### config.mk
export PLATFORM = sky130hd
export DESIGN_NAME = ptd_tone
export DESIGN_NICKNAME = d
export VERILOG_FILES = /design/src/design/ptd_pkg.sv /design/src/design/ptd_tone.sv
export SDC_FILE = /design/constraint.sdc
export NUM_CORES = 1
export LEC_CHECK = 0
export BUFFER_PORTS_ARGS = -buffer_cell sky130_fd_sc_hd__buf_4
export CORE_MARGIN = 3
export CORE_UTILIZATION = 52
export DETAILED_ROUTE_END_ITERATION = 7
export HOLD_SLACK_MARGIN = 0.15
export PLACE_DENSITY_LB_ADDON = 0.2
export SLEW_MARGIN = 20
export SYNTH_ARGS = -nofsm -noshare
export SYNTH_HDL_FRONTEND = slang
export SYNTH_SLANG_ARGS = --single-unit
export TNS_END_PERCENT = 50
### constraint.sdc
create_clock -name i_clk -period 15.6 [get_ports i_clk]
set_input_delay 3.12 -clock i_clk [delete_from_list [all_inputs] [get_ports i_clk]]
set_output_delay 3.12 -clock i_clk [all_outputs]
set_load 0.02 [all_outputs]
### src/design/ptd_pkg.sv
// Shared constants, config codes and stage word types for the tone-to-density pipeline.
package ptd_pkg;

    // Curve table geometry
    localparam int unsigned CURVE_DEPTH = 1024;
    localparam int unsigned CURVE_AW    = $clog2(CURVE_DEPTH);

    // Port field widths
    localparam int unsigned RGB_W      = 8;
    localparam int unsigned CIDX_W     = 10;
    localparam int unsigned CVAL_W     = 16;
    localparam int unsigned DENS_W     = 8;
    localparam int unsigned BRIGHT_W   = 18;
    localparam int unsigned GAIN_W     = 16;
    localparam int unsigned CFG_IDX_W  = 2;
    localparam int unsigned CFG_DATA_W = 18;

    // Config register codes
    localparam logic [CFG_IDX_W-1:0] CFG_BRIGHTNESS = 2'd0;
    localparam logic [CFG_IDX_W-1:0] CFG_CONTRAST   = 2'd1;
    localparam logic [CFG_IDX_W-1:0] CFG_INVERT     = 2'd2;

    localparam logic [GAIN_W-1:0] GAIN_RESET = 16'd256;

    // Luma: weighted sum of 299/587/114, then scale by 65536/255000 rounded
    localparam int unsigned COEF_R      = 299;
    localparam int unsigned COEF_G      = 587;
    localparam int unsigned COEF_B      = 114;
    localparam int unsigned WSUM_W      = 18;
    localparam int unsigned LUMA_SHIFT  = 13;       // 65536 / 8
    localparam int unsigned LUMA_BIAS   = 15937;    // 127500 / 8, floored
    localparam int unsigned LUMA_DIV    = 31875;    // 255000 / 8
    localparam int unsigned MNUM_W      = 31;
    localparam int unsigned RECIP_SHIFT = 31;
    localparam int unsigned RECIP       = 32'((64'd1 << RECIP_SHIFT) / LUMA_DIV);
    localparam int unsigned RECIP_W     = 17;
    localparam int unsigned RPROD_W     = MNUM_W + RECIP_W;
    localparam int unsigned LUMA_W      = 17;

    // Q16 unit range
    localparam int unsigned Q16_ONE  = 65536;
    localparam int unsigned Q16_HALF = 32768;

    // Contrast product and rounding
    localparam int unsigned CPROD_W   = 35;
    localparam int unsigned CON_ROUND = Q16_HALF * 256 + 128;
    localparam int unsigned SCALE_W   = LUMA_W + CURVE_AW + 1;

    // Density rounding
    localparam int unsigned DENS_SCALE = 255;
    localparam int unsigned DENS_ROUND = 32767;
    localparam int unsigned DX_W       = 25;

    typedef struct packed {
        logic              kind;
        logic [CIDX_W-1:0] cidx;
        logic [CVAL_W-1:0] cval;
    } t_load_info;

    typedef struct packed {
        t_load_info        ld;
        logic [LUMA_W-1:0] luma;
    } t_luma_word;

    typedef struct packed {
        t_load_info          ld;
        logic [CURVE_AW-1:0] addr;
    } t_addr_word;

    typedef struct packed {
        logic [BRIGHT_W-1:0] brightness;
        logic [GAIN_W-1:0]   gain;
        logic                invert;
    } t_cfg;

endpackage

### src/design/ptd_tone.sv
// Three-stage tone unit: brightness clamp, contrast multiply, clamp and curve address.
module ptd_tone (
    input  logic                i_clk,
    input  logic                i_rst_n,
    input  logic                i_valid,
    output logic                o_ready,
    input  ptd_pkg::t_luma_word i_word,
    input  ptd_pkg::t_cfg       i_cfg,
    output logic                o_valid,
    input  logic                i_ready,
    output ptd_pkg::t_addr_word o_word
);

    logic r_v5, r_v6, r_v7;
    logic rdy5, rdy6, rdy7;

    ptd_pkg::t_load_info r_ld5, r_ld6, r_ld7;

    logic        [ptd_pkg::LUMA_W-1:0]   r_bright5;
    logic signed [ptd_pkg::CPROD_W-1:0]  r_prod6;
    logic        [ptd_pkg::CURVE_AW-1:0] r_addr7;

    logic signed [ptd_pkg::BRIGHT_W:0]   n_sum;
    logic        [ptd_pkg::LUMA_W-1:0]   n_bright;
    logic signed [ptd_pkg::LUMA_W:0]     n_centered;
    logic signed [ptd_pkg::CPROD_W-1:0]  n_prod;
    logic signed [ptd_pkg::CPROD_W-1:0]  n_num;
    logic        [ptd_pkg::CPROD_W-9:0]  n_quot;
    logic        [ptd_pkg::LUMA_W-1:0]   n_con;
    logic        [ptd_pkg::SCALE_W-1:0]  n_scaled;
    logic        [ptd_pkg::CURVE_AW-1:0] n_addr;

    assign rdy7    = !r_v7 || i_ready;
    assign rdy6    = !r_v6 || rdy7;
    assign rdy5    = !r_v5 || rdy6;
    assign o_ready = rdy5;

    always_comb begin
        n_sum = $signed({2'b00, i_word.luma})
              + $signed({i_cfg.brightness[ptd_pkg::BRIGHT_W-1], i_cfg.brightness});
        if (n_sum < 0) begin
            n_bright = '0;
        end else if (n_sum > $signed((ptd_pkg::BRIGHT_W+1)'(ptd_pkg::Q16_ONE))) begin
            n_bright = ptd_pkg::LUMA_W'(ptd_pkg::Q16_ONE);
        end else begin
            n_bright = n_sum[ptd_pkg::LUMA_W-1:0];
        end

        n_centered = $signed({1'b0, r_bright5})
                   - $signed((ptd_pkg::LUMA_W+1)'(ptd_pkg::Q16_HALF));
        n_prod     = ptd_pkg::CPROD_W'(n_centered)
                   * ptd_pkg::CPROD_W'($signed({1'b0, i_cfg.gain}));

        // Round and floor-divide by 256, then clamp to the unit range
        n_num  = r_prod6 + $signed(ptd_pkg::CPROD_W'(ptd_pkg::CON_ROUND));
        n_quot = n_num[ptd_pkg::CPROD_W-1:8];
        if (n_num < 0) begin
            n_con = '0;
        end else if (n_quot > (ptd_pkg::CPROD_W-8)'(ptd_pkg::Q16_ONE)) begin
            n_con = ptd_pkg::LUMA_W'(ptd_pkg::Q16_ONE);
        end else begin
            n_con = n_quot[ptd_pkg::LUMA_W-1:0];
        end

        n_scaled = (ptd_pkg::SCALE_W'(n_con) * ptd_pkg::SCALE_W'(ptd_pkg::CURVE_DEPTH)) >> 16;
        if (n_scaled >= ptd_pkg::SCALE_W'(ptd_pkg::CURVE_DEPTH - 1)) begin
            n_addr = ptd_pkg::CURVE_AW'(ptd_pkg::CURVE_DEPTH - 1);
        end else begin
            n_addr = n_scaled[ptd_pkg::CURVE_AW-1:0];
        end
    end

    always_ff @(posedge i_clk) begin
        if (!i_rst_n) begin
            r_v5 <= 1'b0;
            r_v6 <= 1'b0;
            r_v7 <= 1'b0;
        end else begin
            if (rdy5) r_v5 <= i_valid;
            if (rdy6) r_v6 <= r_v5;
            if (rdy7) r_v7 <= r_v6;
        end
    end

    always_ff @(posedge i_clk) begin
        if (rdy5 && i_valid) begin
            r_ld5     <= i_word.ld;
            r_bright5 <= n_bright;
        end
        if (rdy6 && r_v5) begin
            r_ld6   <= r_ld5;
            r_prod6 <= n_prod;
        end
        if (rdy7 && r_v6) begin
            r_ld7   <= r_ld6;
            r_addr7 <= n_addr;
        end
    end

    assign o_valid     = r_v7;
    assign o_word.ld   = r_ld7;
    assign o_word.addr = r_addr7;

endmodule

==> results.txt <==
Of all flip-flops after synthesis, the portion carrying an async set or reset was 0. The slew at the pin with the worst max-slew slack came out at 901.8 ps. The number of core rows is 65. The HPWL after detailed placement came out at 27900 microns. The post-synthesis register bit count is 139.

The number of cells on the worst hold path came out at 0. The most frequent cell on the critical path is fa_1. In the final design database the tool counted 2214 nets. The count of non-filler cells in the finished layout is 2181. STA classifies the critical path endpoint as a flip-flop. Summing over every cut layer, the via total after detailed routing is 11.44k.

The setup-violating endpoint count in the final report is 0. The number of buffers created by CTS came out at 17. The maximum net fanout on the critical path came out at 18. The critical path depth in cells came out at 20. Yosys mapped a number of flops with a built-in enable equal to 136. The maximum clock rate is 109.2 MHz. The number of post-CTS setup repair buffers came out at 0.

The clock latency on the worst-skew pair came out at 430 ps. The most used flip-flop cell after synthesis is edfxtp_1. The final clock skew came out at 17.72 ps. Together, buffers and inverters on the worst path number 5. The number of top-level pins came out at 122. The number of warnings reported in the yosys synthesis log came out at 0.

The number of cells on the worst reg-to-reg path came out at 21. The placed instances occupy a cell area of 18180 sq um. The floorplan die area is 34640 sq um. Max-cap violations in this run came to 0.

The gate family responsible for the most delay along the worst path is adder cells. The run finished with clean final reports. The sum of negative setup slack is 0 ps. In this run the horizontal extent of the chip is 186.1 microns. The post-CTS resize count came out at 0. The max-slew violation count is 0.

The post-synth design cell area came out at 16870 sq um. The synthesized netlist net count came out at 2118. The final number of hold-violating endpoints came out at 0. The fraction of layout instances using a drive strength above 1 came out at 0.1105.

The vertical die dimension is 186.1 microns. The wire length of the first global-routing pass came out at 60750 microns. The initial core utilization is 0.5305.

At the worst endpoint, the arrival time is 9330 ps. The remaining number of nets flagged by the antenna check after routing is 0. In the global route stage, overall resource usage came out at 0.2243. The residual DRC count is 0.

The final worst-path cycle share came out at 0.5868. The deepest level of the CTS H-tree came out at 4. In the routed layout, each cell is associated on average with a via count of 5.247.

The library cell used as clock root buffer is clkbuf_16. The total area inside the core boundary comes to 31800 sq um. The setup slack on the worst flop-to-flop path came out at 7770 ps. The antenna cell count came out at 0.

Walking the worst path, the cells encountered are buf_4, and2_1, inv_1, fa_1, fa_1, inv_1, fa_1, fa_1, fa_1, inv_1, fa_1, inv_1, ha_1, nand3_1, nor2_1, and3_1, o211ai_1, a31oi_1, nor4_1, a311o_1. Before antenna repair, the detailed router went through 5 iterations. The number of placed cells counting well taps came out at 2148. The largest single stage delay on the critical path is 740 ps.

The per-cell routed wire length came out at 16.59 microns. The number of distinct standard cells referenced by the synthesized netlist came out at 74. From synthesis to final layout, the design area changed by 11.56%.

After clock tree synthesis, the clock-pin slew on the worst setup and hold paths is 70 ps. The TritonCTS clock tree is yes. Global routing finished with a remaining overflow of 0.

The total wire length is 36190 microns. The total number of clock tree sinks came out at 139. The number of port buffers came out at 120. The number of antenna violations at the first check in global routing was 0. Summing all non-filler instances in the final layout gives an area of 18820 sq um.

For the finished layout, the period the worst path requires is 9155 ps. A synthesized cell averages 10.31 sq um. The relative max-transition margin is 0.3988. The maximum clock path buffer count is 2.

The setup path with the least slack is of type in -> reg. Among all stages on the critical path, the largest delay is contributed by fa_1. Entering global routing, the biggest net connects 38 pins. The min-delay analysis places its worst path in the category reg -> reg. The type of origin of the critical path is an input port. The critical path data required time came out at 15770 ps. After the first detailed-routing iteration, the DRC count stood at 735. The via count of the first global-routing pass came out at 12.32k.

The sequential cell area fraction in the yosys report came out at 0.2456. The final estimated routing congestion in global placement came out at 0.8686. The number of instances in the synthesized netlist is 1637.

The number of buffers inserted for hold repair after clock tree synthesis came out at 0. Setup repair after global routing left no endpoint under its margin.
==> registers in the layout, summed over array words and instances, names as in the netlist, 10 cells and up <==
register and cells:
r_ld6 27, r_ld5 27, o_word 27, r_addr7 10, r_bright5 17, r_prod6 28
==> cell usage after synthesis (3+ instances only) <==
| cell type | number | share of area |
|---|---|---|
| nor2_1 | 32 | 0.0071 |
| nor2b_1 | 20 | 0.0074 |
| dfxtp_1 | 3 | 0.0036 |
| nand4_1 | 5 | 0.0019 |
| xnor2_1 | 35 | 0.018 |
| o211ai_1 | 6 | 0.0027 |
| mux2i_1 | 3 | 0.0018 |
| nand2_1 | 209 | 0.047 |
| nor3_2 | 4 | 0.0024 |
| o21a_1 | 12 | 0.0053 |
| o31ai_1 | 8 | 0.0036 |
| nor3_1 | 23 | 0.0068 |
| a21oi_1 | 45 | 0.013 |
| nand3_1 | 13 | 0.0039 |
| clkbuf_1 | 42 | 0.0093 |
| a21o_1 | 13 | 0.0058 |
| fa_1 | 292 | 0.35 |
| and3_1 | 12 | 0.0044 |
| o22ai_1 | 6 | 0.0022 |
| nand2b_1 | 12 | 0.0044 |
| o21bai_1 | 3 | 0.0013 |
| a21boi_0 | 4 | 0.0018 |
| o21ai_0 | 16 | 0.0047 |
| a21oi_2 | 3 | 0.0016 |
| a211oi_1 | 3 | 0.0013 |
| o2111ai_1 | 3 | 0.0016 |
| a31oi_1 | 8 | 0.0030 |
| nor2_2 | 7 | 0.0026 |
| inv_1 | 379 | 0.084 |
| and2_1 | 102 | 0.038 |
| edfxtp_1 | 136 | 0.24 |
| xor2_1 | 19 | 0.0099 |
| ha_1 | 106 | 0.079 |
| buf_2 | 3 | 0.00089 |
==> layout make-up <==
type	count	area, sq um
inverters	381	1430
clock buffers	17	425.4
repair buffers	123	943.4
clock inverters	15	186.4
flip-flops and latches	139	4144
multi-input cells	1071	11150
well taps	435	544.3
fillers	2739	12980
==> worst register-to-register path, stage by stage (launching register included) <==
cell and delay (ps):
edfxtp_1 550, inv_1 390, ha_1 610, and2_1 260
inv_1 70, fa_1 740, fa_1 540, inv_1 320
fa_1 500, fa_1 480, fa_1 560, inv_1 60
fa_1 520, inv_1 40, ha_1 360, nand3_1 140
nor2_1 240, and3_1 190, o211ai_1 130, a31oi_1 440
nor4_1 100, a311o_1 340
==> cells in the final DEF, fill, tap and decap left out, types with 4 or more instances in the layout <==
cell	synthesis	routed
nand2_1	209	209
xor2_1	19	19
o21ai_0	16	16
o21a_1	12	12
nor3_1	23	23
ha_1	106	106
inv_1	379	379
buf_4	0	122
and3_1	12	12
nor3_2	4	4
a31oi_1	8	7
inv_6	0	4
and2_1	102	102
fa_1	292	292
a21oi_1	45	45
clkbuf_16	0	17
edfxtp_1	136	136
nand2b_1	12	12
o22ai_1	6	6
nor2_2	7	7
o31ai_1	8	8
nand4_1	5	5
o211ai_1	6	6
xnor2_1	35	35
nor2_1	32	32
a21o_1	13	13
nor2b_1	20	19
nand3_1	13	13
==> cells by family after synthesis <==
logic type | Yosys count | share of synthesized area
compound gates | 152 | 0.06186
xor+xnor | 55 | 0.02900
fa+ha+maj | 398 | 0.4251
buf+inv | 427 | 0.09568
flops | 139 | 0.2456
mux | 6 | 0.003782
simple gates | 460 | 0.1389
==> path summary, 6_finish.rpt <==
path / start / to
max: i_cfg[4] / r_prod6[34]
max reg2reg: r_bright5[15] / r_prod6[34]
min: r_ld6[3] / o_word[13]
min reg2reg: r_ld6[3] / o_word[13]
==> metrics by stage <==
stage	hold WS (ps)	util	setup WS (ps)
finish	416.8	0.5918	6445
global route	418.4	0.5918	6072
CTS	415.1	0.5910	6460
detailed placement	404.5	0.5717	6052
global placement	400.3	0.5717	6125
floorplan	400.3	-	6655
==> per-layer routing <==
| metal | part of all wire | wire (microns) | global-route usage | up-vias |
|---|---|---|---|---|
| li1 | - | - | - | 5279 |
| met1 | 0.42 | 15060 | 0.2989 | 5799 |
| met2 | 0.51 | 18450 | 0.3889 | 307 |
| met3 | 0.052 | 1872 | 0.03029 | 58 |
| met4 | 0.022 | 804 | 0.06315 | 0 |
| met5 | 0 | 0 | 0 | - |
Power is not shown: default switching activity piles up to over one toggle a cycle in this logic, so the estimate is an artifact.
