### config.mk
export PLATFORM = sky130hd
export DESIGN_NAME = ptd_luma
export DESIGN_NICKNAME = d
export VERILOG_FILES = /design/src/design/ptd_pkg.sv /design/src/design/ptd_luma.sv
export SDC_FILE = /design/constraint.sdc
export NUM_CORES = 1
export LEC_CHECK = 0
export BUFFER_PORTS_ARGS = -buffer_cell sky130_fd_sc_hd__buf_4
export CAP_MARGIN = 25
export CORE_UTILIZATION = 60
export DETAILED_ROUTE_END_ITERATION = 8
export HOLD_SLACK_MARGIN = 0.15
export MAX_ROUTING_LAYER = met4
export PLACE_DENSITY = 0.9
export SETUP_SLACK_MARGIN = 0.02
export SLEW_MARGIN = 0
export SYNTH_ARGS = -nofsm -noshare
export SYNTH_HDL_FRONTEND = slang
export SYNTH_SLANG_ARGS = --single-unit
### constraint.sdc
create_clock -name i_clk -period 13.1 [get_ports i_clk]
set_input_delay 0 -clock i_clk [delete_from_list [all_inputs] [get_ports i_clk]]
set_output_delay 0 -clock i_clk [all_outputs]
set_load 0.03 [all_outputs]
### src/design/ptd_pkg.sv
// Shared constants, config codes and stage word types for the tone-to-density pipeline.
package ptd_pkg;

    // Curve table geometry
    localparam int unsigned CURVE_DEPTH = 1024;
    localparam int unsigned CURVE_AW    = $clog2(CURVE_DEPTH);

    // Port field widths
    localparam int unsigned RGB_W      = 8;
    localparam int unsigned CIDX_W     = 10;
    localparam int unsigned CVAL_W     = 16;
    localparam int unsigned DENS_W     = 8;
    localparam int unsigned BRIGHT_W   = 18;
    localparam int unsigned GAIN_W     = 16;
    localparam int unsigned CFG_IDX_W  = 2;
    localparam int unsigned CFG_DATA_W = 18;

    // Config register codes
    localparam logic [CFG_IDX_W-1:0] CFG_BRIGHTNESS = 2'd0;
    localparam logic [CFG_IDX_W-1:0] CFG_CONTRAST   = 2'd1;
    localparam logic [CFG_IDX_W-1:0] CFG_INVERT     = 2'd2;

    localparam logic [GAIN_W-1:0] GAIN_RESET = 16'd256;

    // Luma: weighted sum of 299/587/114, then scale by 65536/255000 rounded
    localparam int unsigned COEF_R      = 299;
    localparam int unsigned COEF_G      = 587;
    localparam int unsigned COEF_B      = 114;
    localparam int unsigned WSUM_W      = 18;
    localparam int unsigned LUMA_SHIFT  = 13;       // 65536 / 8
    localparam int unsigned LUMA_BIAS   = 15937;    // 127500 / 8, floored
    localparam int unsigned LUMA_DIV    = 31875;    // 255000 / 8
    localparam int unsigned MNUM_W      = 31;
    localparam int unsigned RECIP_SHIFT = 31;
    localparam int unsigned RECIP       = 32'((64'd1 << RECIP_SHIFT) / LUMA_DIV);
    localparam int unsigned RECIP_W     = 17;
    localparam int unsigned RPROD_W     = MNUM_W + RECIP_W;
    localparam int unsigned LUMA_W      = 17;

    // Q16 unit range
    localparam int unsigned Q16_ONE  = 65536;
    localparam int unsigned Q16_HALF = 32768;

    // Contrast product and rounding
    localparam int unsigned CPROD_W   = 35;
    localparam int unsigned CON_ROUND = Q16_HALF * 256 + 128;
    localparam int unsigned SCALE_W   = LUMA_W + CURVE_AW + 1;

    // Density rounding
    localparam int unsigned DENS_SCALE = 255;
    localparam int unsigned DENS_ROUND = 32767;
    localparam int unsigned DX_W       = 25;

    typedef struct packed {
        logic              kind;
        logic [CIDX_W-1:0] cidx;
        logic [CVAL_W-1:0] cval;
    } t_load_info;

    typedef struct packed {
        t_load_info        ld;
        logic [LUMA_W-1:0] luma;
    } t_luma_word;

    typedef struct packed {
        t_load_info          ld;
        logic [CURVE_AW-1:0] addr;
    } t_addr_word;

    typedef struct packed {
        logic [BRIGHT_W-1:0] brightness;
        logic [GAIN_W-1:0]   gain;
        logic                invert;
    } t_cfg;

endpackage

### src/design/ptd_luma.sv
// Four-stage luma unit: weighted RGB sum and reciprocal division by 255000.
module ptd_luma (
    input  logic                       i_clk,
    input  logic                       i_rst_n,
    input  logic                       i_valid,
    output logic                       o_ready,
    input  ptd_pkg::t_load_info        i_ld,
    input  logic [ptd_pkg::RGB_W-1:0]  i_red,
    input  logic [ptd_pkg::RGB_W-1:0]  i_green,
    input  logic [ptd_pkg::RGB_W-1:0]  i_blue,
    output logic                       o_valid,
    input  logic                       i_ready,
    output ptd_pkg::t_luma_word        o_word
);

    logic r_v1, r_v2, r_v3, r_v4;
    logic rdy1, rdy2, rdy3, rdy4;

    ptd_pkg::t_load_info r_ld1, r_ld2, r_ld3, r_ld4;

    logic [ptd_pkg::WSUM_W-1:0]  r_wsum1;
    logic [ptd_pkg::MNUM_W-1:0]  r_m2, r_m3;
    logic [ptd_pkg::RPROD_W-1:0] r_prod2;
    logic [ptd_pkg::RECIP_W-1:0] r_q3;
    logic [ptd_pkg::MNUM_W-1:0]  r_t3;
    logic [ptd_pkg::LUMA_W-1:0]  r_luma4;

    logic [ptd_pkg::WSUM_W-1:0]  n_wsum;
    logic [ptd_pkg::MNUM_W-1:0]  n_m;
    logic [ptd_pkg::RECIP_W-1:0] n_q;
    logic [ptd_pkg::MNUM_W-1:0]  n_rem;
    logic [ptd_pkg::LUMA_W-1:0]  n_luma;

    assign rdy4    = !r_v4 || i_ready;
    assign rdy3    = !r_v3 || rdy4;
    assign rdy2    = !r_v2 || rdy3;
    assign rdy1    = !r_v1 || rdy2;
    assign o_ready = rdy1;

    always_comb begin
        n_wsum = ptd_pkg::WSUM_W'(ptd_pkg::COEF_R) * ptd_pkg::WSUM_W'(i_red)
               + ptd_pkg::WSUM_W'(ptd_pkg::COEF_G) * ptd_pkg::WSUM_W'(i_green)
               + ptd_pkg::WSUM_W'(ptd_pkg::COEF_B) * ptd_pkg::WSUM_W'(i_blue);
        n_m    = (ptd_pkg::MNUM_W'(r_wsum1) << ptd_pkg::LUMA_SHIFT)
               + ptd_pkg::MNUM_W'(ptd_pkg::LUMA_BIAS);
        // Estimate is low by at most one; the remainder check fixes it
        n_q    = r_prod2[ptd_pkg::RPROD_W-1:ptd_pkg::RECIP_SHIFT];
        n_rem  = r_m3 - r_t3;
        n_luma = ptd_pkg::LUMA_W'(r_q3)
               + ptd_pkg::LUMA_W'(n_rem >= ptd_pkg::MNUM_W'(ptd_pkg::LUMA_DIV));
    end

    always_ff @(posedge i_clk) begin
        if (!i_rst_n) begin
            r_v1 <= 1'b0;
            r_v2 <= 1'b0;
            r_v3 <= 1'b0;
            r_v4 <= 1'b0;
        end else begin
            if (rdy1) r_v1 <= i_valid;
            if (rdy2) r_v2 <= r_v1;
            if (rdy3) r_v3 <= r_v2;
            if (rdy4) r_v4 <= r_v3;
        end
    end

    always_ff @(posedge i_clk) begin
        if (rdy1 && i_valid) begin
            r_ld1   <= i_ld;
            r_wsum1 <= n_wsum;
        end
        if (rdy2 && r_v1) begin
            r_ld2   <= r_ld1;
            r_m2    <= n_m;
            r_prod2 <= ptd_pkg::RPROD_W'(n_m) * ptd_pkg::RPROD_W'(ptd_pkg::RECIP);
        end
        if (rdy3 && r_v2) begin
            r_ld3 <= r_ld2;
            r_m3  <= r_m2;
            r_q3  <= n_q;
            r_t3  <= ptd_pkg::MNUM_W'(n_q) * ptd_pkg::MNUM_W'(ptd_pkg::LUMA_DIV);
        end
        if (rdy4 && r_v3) begin
            r_ld4   <= r_ld3;
            r_luma4 <= n_luma;
        end
    end

    assign o_valid     = r_v4;
    assign o_word.ld   = r_ld4;
    assign o_word.luma = r_luma4;

endmodule

==> Flow_metrics.wiki, run 1 <==
{| class="wikitable"
! Metric !! Value
|-
| Outcome || finished clean
|-
| H-tree Lvls || 1
|-
| Total clock buffers created by CTS || 25
|-
| Sequential element share of the synthesized area || 0.344
|-
| Wire length after detailed routing || 48100 um
|-
| Detailed router's first-iteration violation count || 951
|-
| Startpoint of the tightest hold check path || i_ld[10]
|-
| Post CTS Setup Buffer Count || 0
|-
| Number of input and output port buffers inserted || 100
|-
| Pin count of the biggest net entering global routing || 67
|-
| Top area cells in the synthesized netlist || sky130_fd_sc_hd__edfxtp_1 (34%), sky130_fd_sc_hd__ha_1 (21%), sky130_fd_sc_hd__fa_1 (20%), sky130_fd_sc_hd__inv_1 (7.3%), sky130_fd_sc_hd__xnor2_1 (3.9%)
|-
| Top Family by Delay on Critical Path || adder cells
|-
| Required @ worst endpoint || 13380 ps
|-
| Max transition margin || 0.320
|-
| Hold/Removal Path Class || primary input to register
|-
| Crit end category || register
|-
| Worst R2R Setup Slack || 5160 ps
|-
| Peak per-stage delay on the critical path || 760 ps
|-
| Register bit count reported by yosys || 247
|-
| Unrepaired setup endpoints after global routing || no
|-
| GRT met3 Usage || 0.0404
|-
| Area of the mapped netlist || 21500 um2
|-
| Maximum clock rate || 0.126 GHz
|-
| Startpoint class of the critical path || register
|-
| Drt wl/cell || 19.6 um
|-
| CTS tree || built
|-
| Net count after synthesis || 2430
|-
| Detailed Routing Iterations Pass 1 || 5
|-
| Clk slew on worst S/H paths || 70 ps
|-
| Number of buffers on the longest clock path || 3
|-
| Antenna violations before repair || 1
|-
| Total Die Area || 36500 um2
|-
| Final number of max-transition violations || 0
|-
| Kind of critical path || register to register
|-
| Clk_lat worst skew || 560 ps
|-
| Die Span Y || 191 um
|-
| Vias in the first global route || 15500
|-
| Area Growth Syn to Fin || 12.0%
|-
| Most used cells in the layout excluding fill and tap cells || sky130_fd_sc_hd__inv_1 (418), sky130_fd_sc_hd__ha_1 (356), sky130_fd_sc_hd__edfxtp_1 (243)
|-
| Warning count from the yosys run || 0
|-
| Post-DRT Antenna Nets || 0
|-
| Max-Cap Viols || 0
|-
| Setup TNS || 0 ps
|-
| Post-synth EDFFs || 243
|-
| Final setup violation count || 0
|-
| Post-detailed-route via-to-cell ratio || 5.72
|-
| Number of distinct library cell variants in the gate-level netlist after synthesis || 73
|-
| Biggest fanout along the worst timing path || 9
|-
| Leading area contributor after synthesis || sky130_fd_sc_hd__edfxtp_1
|-
| Leading register cell type out of synthesis || sky130_fd_sc_hd__edfxtp_1
|-
| Area of the core || 34900 um2
|-
| Detailed-route via count || 14000
|-
| Busiest layer in global routing || met2
|-
| Row count || 68
|-
| Initial standard-cell utilization of the core || 0.615
|-
| Nets || 2594
|-
| Post-route fraction of the period consumed by the critical path || 0.606
|-
| Mapped Cells || 1810
|-
| Ys async rst share || 0
|-
| Placed wire-length estimate || 36300 um
|-
| Worst path bufs/invs || 4
|-
| Clk sink count || 247
|-
| Hold-fix buffers, CTS || 36
|-
| Hold Vio Cnt, Final || 0
|-
| Number of cells upsized or downsized after cts || 0
|-
| Per-instance average area after synthesis || 11.9 um2
|-
| GRT Overall Usage || 0.285
|-
| Floorplan die width || 191 um
|-
| Met2 usage || 0.510
|-
| Post-synth top area share || 0.340
|-
| Clock root cell || sky130_fd_sc_hd__clkbuf_16
|-
| Measured slew at the worst slew-check pin || 1010 ps
|-
| Final Wtd Congestion || 0.959
|-
| Crit Reg-Reg Startpoint || r_wsum1[0]
|-
| Total global routing overflow || 0
|-
| Layout cells sized above 1 || 0.0889
|-
| Number of I/O pins || 101
|-
| First-pass GRT wire length || 77800 um
|-
| Beginning of the critical path || r_wsum1[0]
|-
| Worst setup skew after layout || 30.4 ps
|-
| Grt met1 use || 0.305
|-
| Cell with the largest stage delay on the worst path || sky130_fd_sc_hd__xor2_1
|-
| Number of DRC violations after detailed routing || 0
|-
| Shortest clock period the worst path allows after layout || 7940 ps
|-
| Arrival time at the worst endpoint || 8220 ps
|-
| Leading cell type in the layout, fill and taps excluded || sky130_fd_sc_hd__inv_1
|}
[synth_stat cells, types with 3 or more instances]
cell and count:
sky130_fd_sc_hd__a211oi_1 8, sky130_fd_sc_hd__a211oi_4 3, sky130_fd_sc_hd__a21o_1 21, sky130_fd_sc_hd__a21oi_1 63, sky130_fd_sc_hd__a31oi_1 7, sky130_fd_sc_hd__and3_1 10
sky130_fd_sc_hd__clkbuf_1 3, sky130_fd_sc_hd__dfxtp_1 4, sky130_fd_sc_hd__edfxtp_1 243, sky130_fd_sc_hd__fa_1 209, sky130_fd_sc_hd__ha_1 356, sky130_fd_sc_hd__inv_1 418
sky130_fd_sc_hd__mux2i_1 4, sky130_fd_sc_hd__nand2_1 58, sky130_fd_sc_hd__nand2b_1 15, sky130_fd_sc_hd__nand3_1 30, sky130_fd_sc_hd__nand4_1 9, sky130_fd_sc_hd__nor2_1 54
sky130_fd_sc_hd__nor2b_1 9, sky130_fd_sc_hd__nor3_1 13, sky130_fd_sc_hd__nor4_1 3, sky130_fd_sc_hd__o2111ai_1 3, sky130_fd_sc_hd__o211ai_1 9, sky130_fd_sc_hd__o21a_1 13
sky130_fd_sc_hd__o21ai_0 23, sky130_fd_sc_hd__o21ai_1 7, sky130_fd_sc_hd__o21bai_1 15, sky130_fd_sc_hd__o22ai_1 3, sky130_fd_sc_hd__o31ai_1 3, sky130_fd_sc_hd__or2_2 4
sky130_fd_sc_hd__xnor2_1 95, sky130_fd_sc_hd__xor2_1 44
[worst reg2reg max path, stage by stage, from the launching register on]
cell and delay, ps:
sky130_fd_sc_hd__edfxtp_1 550, sky130_fd_sc_hd__ha_1 260, sky130_fd_sc_hd__nand3_1 190, sky130_fd_sc_hd__nor2_2 300, sky130_fd_sc_hd__nand2_1 90, sky130_fd_sc_hd__nor2_1 120
sky130_fd_sc_hd__xor2_1 760, sky130_fd_sc_hd__inv_1 210, sky130_fd_sc_hd__ha_1 340, sky130_fd_sc_hd__inv_1 50, sky130_fd_sc_hd__ha_1 290, sky130_fd_sc_hd__fa_1 530
sky130_fd_sc_hd__fa_1 450, sky130_fd_sc_hd__fa_1 550, sky130_fd_sc_hd__inv_1 50, sky130_fd_sc_hd__fa_1 500, sky130_fd_sc_hd__inv_1 40, sky130_fd_sc_hd__ha_1 340
sky130_fd_sc_hd__a21o_1 210, sky130_fd_sc_hd__a211oi_4 300, sky130_fd_sc_hd__o21a_1 170, sky130_fd_sc_hd__nor2_1 60, sky130_fd_sc_hd__a211oi_4 360, sky130_fd_sc_hd__a211oi_4 160
sky130_fd_sc_hd__o21a_4 240, sky130_fd_sc_hd__o21ai_2 150, sky130_fd_sc_hd__a211oi_1 100, sky130_fd_sc_hd__o31a_1 300
[state kept, by name, summed over array words and instances (netlist names), 17 cells and up]
name	count
r_luma4	17
r_ld2	27
r_m3	18
r_wsum1	18
r_t3	30
r_q3	17
o_word	27
r_ld1	27
r_prod2	17
r_ld3	27
r_m2	18
[final cells by class]
| type | instances | area (um2) |
|---|---|---|
| clock buffer | 27 | 633 |
| tap | 455 | 569 |
| sequential | 247 | 7380 |
| antenna | 1 | 2.50 |
| clock inverter | 18 | 193 |
| fill | 2240 | 10900 |
| inverter | 418 | 1570 |
| multi-input combinational | 1140 | 12500 |
| timing repair buffer | 142 | 1160 |
[per-layer routing]
metal / vias up / share of wire
met5: - / 0
met4: 0 / 0.056
met3: 214 / 0.045
met2: 511 / 0.53
met1: 6921 / 0.37
li1: 6366 / -
[metrics by stage]
stage | utilization | cell area [um2] | hold slack [ps] | std cells | setup slack, ps
detailed placement | 0.654 | 22800 | 180 | 2365 | 5290
finish | 0.689 | 24000 | 155 | 2448 | 5160
floorplan | - | 21500 | 98.9 | 1810 | 6070
CTS | 0.688 | 24000 | 153 | 2446 | 5200
global placement | 0.654 | 22800 | 179 | 2365 | 5510
global route | 0.689 | 24000 | 155 | 2448 | 4740
[cells by family after synthesis]
family,synth area share
multiplexers,0.00239
flip-flops,0.344
XOR/XNOR,0.0580
adder cells (fa/ha/maj),0.403
AO/OA/AOI/OAI,0.0677
AND/OR/NAND/NOR,0.0507
buffers and inverters,0.0741
[final timing paths]
check | endpoint | depth (start not counted)
max | r_prod2[45] | 27
min | r_ld1[10] | 2
max reg2reg | r_prod2[45] | 27
min reg2reg | r_m3[20] | 0
Power of run 1 is left out: the tool's default activity adds up to more than one toggle a clock period on the data nets, which glitch-free logic cannot reach.
==> inputs of run 2 (changes only) <==
- ABC_AREA: default -> 1
- CORE_UTILIZATION: 60 -> 58
- PLACE_DENSITY: 0.9 -> 0.91
- clock period: 13.1 -> 7.2 ns (I/O delays scaled with it)
==> run 2 against run 1 <==
Critical path depth fell by 1. Register-to-register slack worse by 4500 ps. Worst hold slack better by 16 ps. Largest cell class unchanged.
==> Flow_metrics.wiki, run 2 <==
{| class="wikitable"
! Metric !! Value
|-
| Maximum clock rate || 0.152 GHz
|-
| Floorplan die width || 203 um
|-
| Clk slew on worst S/H paths || 70 ps
|-
| Number of I/O pins || 101
|-
| Flip-flop count of the largest register, all copies and words added || 30
|-
| Net count after synthesis || 3031
|-
| Setup TNS || 0 ps
|-
| Sequential element share of the synthesized area || 0.315
|-
| Final number of max-transition violations || 0
|-
| Unrepaired setup endpoints after global routing || no
|-
| Total clock buffers created by CTS || 26
|-
| Post-detailed-route via-to-cell ratio || 5.35
|-
| Leading area contributor after synthesis || sky130_fd_sc_hd__edfxtp_1
|-
| Ys async rst share || 0
|-
| CTS tree || built
|-
| Nets || 3200
|-
| # fillers || 3076
|-
| Area of the core || 39800 um2
|-
| Arrival time at the worst endpoint || 6870 ps
|-
| Cell with the largest stage delay on the worst path || sky130_fd_sc_hd__fa_1
|-
| Mapped Cells || 2411
|-
| Worst setup skew after layout || 15.5 ps
|-
| Final Wtd Congestion || 1.03
|-
| Biggest fanout along the worst timing path || 10
|-
| Max-Cap Viols || 0
|-
| Antenna cell count || 0
|-
| Wire length after detailed routing || 55600 um
|-
| Utilization after layout || 0.659
|-
| Total global routing overflow || 0
|-
| Number of buffers on the longest clock path || 3
|-
| Startpoint class of the critical path || register
|-
| Number of DRC violations after detailed routing || 0
|-
| Number of distinct library cell variants in the gate-level netlist after synthesis || 45
|-
| Detailed-route via count || 16700
|-
| Max transition margin || 0.457
|-
| Post-synth top area share || 0.311
|-
| Hold/Removal Path Class || primary input to register
|-
| Register with the most flip-flops || r_t3
|-
| Beginning of the critical path || r_wsum1[0]
|-
| GRT Overall Usage || 0.292
|-
| Clk_lat worst skew || 550 ps
|-
| Clk sink count || 247
|-
| Antenna violations before repair || 0
|-
| Outcome || finished clean
|-
| H-tree Lvls || 1
|-
| Kind of critical path || register to register
|-
| Leading cell type in the layout, fill and taps excluded || sky130_fd_sc_hd__inv_1
|-
| Warning count from the yosys run || 0
|-
| First-pass GRT wire length || 91300 um
|-
| Dominant cell type by count on the critical path || sky130_fd_sc_hd__ha_1
|-
| Crit end category || register
|-
| Register bit count reported by yosys || 247
|-
| Measured slew at the worst slew-check pin || 812 ps
|-
| Shortest clock period the worst path allows after layout || 6580 ps
|-
| Post-route fraction of the period consumed by the critical path || 0.914
|-
| Final setup violation count || 0
|-
| Initial standard-cell utilization of the core || 0.588
|-
| Reg2reg path depth || 26
|-
| Crit Reg-Reg Startpoint || r_wsum1[0]
|-
| Total Die Area || 41200 um2
|-
| Hold-fix buffers, CTS || 36
|-
| Drt wl/cell || 17.8 um
|-
| Number of input and output port buffers inserted || 100
|-
| Area Growth Syn to Fin || 11.9%
|-
| Most common library cells after synthesis || sky130_fd_sc_hd__inv_1 (580), sky130_fd_sc_hd__nand2_1 (382), sky130_fd_sc_hd__ha_1 (356)
|-
| Peak per-stage delay on the critical path || 590 ps
|-
| Leading register cell type out of synthesis || sky130_fd_sc_hd__edfxtp_1
|-
| Per-instance average area after synthesis || 9.72 um2
|-
| Most frequent cell after synthesis || sky130_fd_sc_hd__inv_1
|-
| Placed wire-length estimate || 46200 um
|-
| Post-DRT Antenna Nets || 0
|-
| Detailed Routing Iterations Pass 1 || 6
|-
| Clock root cell || sky130_fd_sc_hd__clkbuf_16
|-
| Most used cells in the layout excluding fill and tap cells || sky130_fd_sc_hd__inv_1 (578), sky130_fd_sc_hd__nand2_1 (382), sky130_fd_sc_hd__ha_1 (356)
|-
| Worst setup path end || r_prod2[47]
|-
| Die Span Y || 203 um
|-
| Standard cell area after detailed placement || 24900 um2
|-
| Required @ worst endpoint || 7490 ps
|-
| Area of the mapped netlist || 23400 um2
|-
| Vias in the first global route || 17700
|-
| Hold Vio Cnt, Final || 0
|-
| Post CTS Setup Buffer Count || 0
|-
| Detailed router's first-iteration violation count || 1097
|-
| Worst flop-to-flop path endpoint || r_prod2[47]
|-
| Area occupied by registers || 7380 um2
|-
| Worst R2R Setup Slack || 620 ps
|-
| Post-synth EDFFs || 243
|-
| Pin count of the biggest net entering global routing || 61
|-
| Area of the multi-input gates || 13800 um2
|-
| Final Cell Area || 26200 um2
|-
| Number of cells upsized or downsized after cts || 0
|-
| Row count || 73
|-
| Layout cells sized above 1 || 0.0781
|-
| Top area cells in the synthesized netlist || sky130_fd_sc_hd__edfxtp_1 (31%), sky130_fd_sc_hd__ha_1 (19%), sky130_fd_sc_hd__fa_1 (18%), sky130_fd_sc_hd__inv_1 (9.3%), sky130_fd_sc_hd__nand2_1 (6.1%)
|}
==> run 2: per-layer routing <==
| layer | vias up | share of wire | GRT usage |
|---|---|---|---|
| met3 | 115 | 0.048 | 0.0276 |
| met1 | 8093 | 0.41 | 0.366 |
| met5 | - | 0 | - |
| met2 | 482 | 0.51 | 0.505 |
| li1 | 8025 | - | - |
| met4 | 0 | 0.026 | 0.0789 |
==> run 2: worst max-delay path: cells and delay by family, from the launching register on <==
| family | cells | cell delay, ps |
|---|---|---|
| buf+inv | 4 | 440 |
| compound gates | 3 | 370 |
| simple gates | 10 | 1350 |
| xor+xnor | 1 | 250 |
| fa+ha+maj | 8 | 3340 |
| flops | 1 | 570 |
==> run 2: final cells by class <==
class                      instances  area share
inverter                         589      0.0843
timing repair buffer             143      0.0444
tap                              525      0.0250
clock inverter                    16      0.0102
clock buffer                      32      0.0268
sequential                       247       0.281
multi-input combinational       1573       0.528
==> run 2: how the worst min path moves through the flow <==
| stage | startpoint | end | slack, ps | cells after the start |
|---|---|---|---|---|
| 6_report | i_ld[6] | r_ld1[6] | 170 | 2 |
| 5_1_grt | i_ld[3] | r_ld1[3] | 160 | 2 |
| 4_1_cts | i_ld[11] | r_ld1[11] | 150 | 2 |
| 3_5_place_dp | i_ld[3] | r_ld1[3] | 180 | 1 |
| 3_3_place_gp | i_ld[20] | r_ld1[20] | 180 | 1 |
| 2_1_floorplan | i_ld[0] | r_ld1[0] | 100 | 0 |
==> run 2: cells by family after synthesis <==
kind of cell / synth area share
xor+xnor: 0.0454
flops: 0.315
fa+ha+maj: 0.369
compound gates: 0.0461
simple gates: 0.130
buf+inv: 0.0948
==> run 2: stage by stage <==
stage | hold slack (ps) | cells | setup slack, ps
2_1_floorplan | 98.9 | 2411 | 1430
3_3_place_gp | 179 | 3041 | 769
3_5_place_dp | 179 | 3041 | 640
4_1_cts | 154 | 3125 | 638
5_1_grt | 164 | 3125 | 181
6_report | 171 | 3125 | 622
Power of run 2 is left out for the same reason.
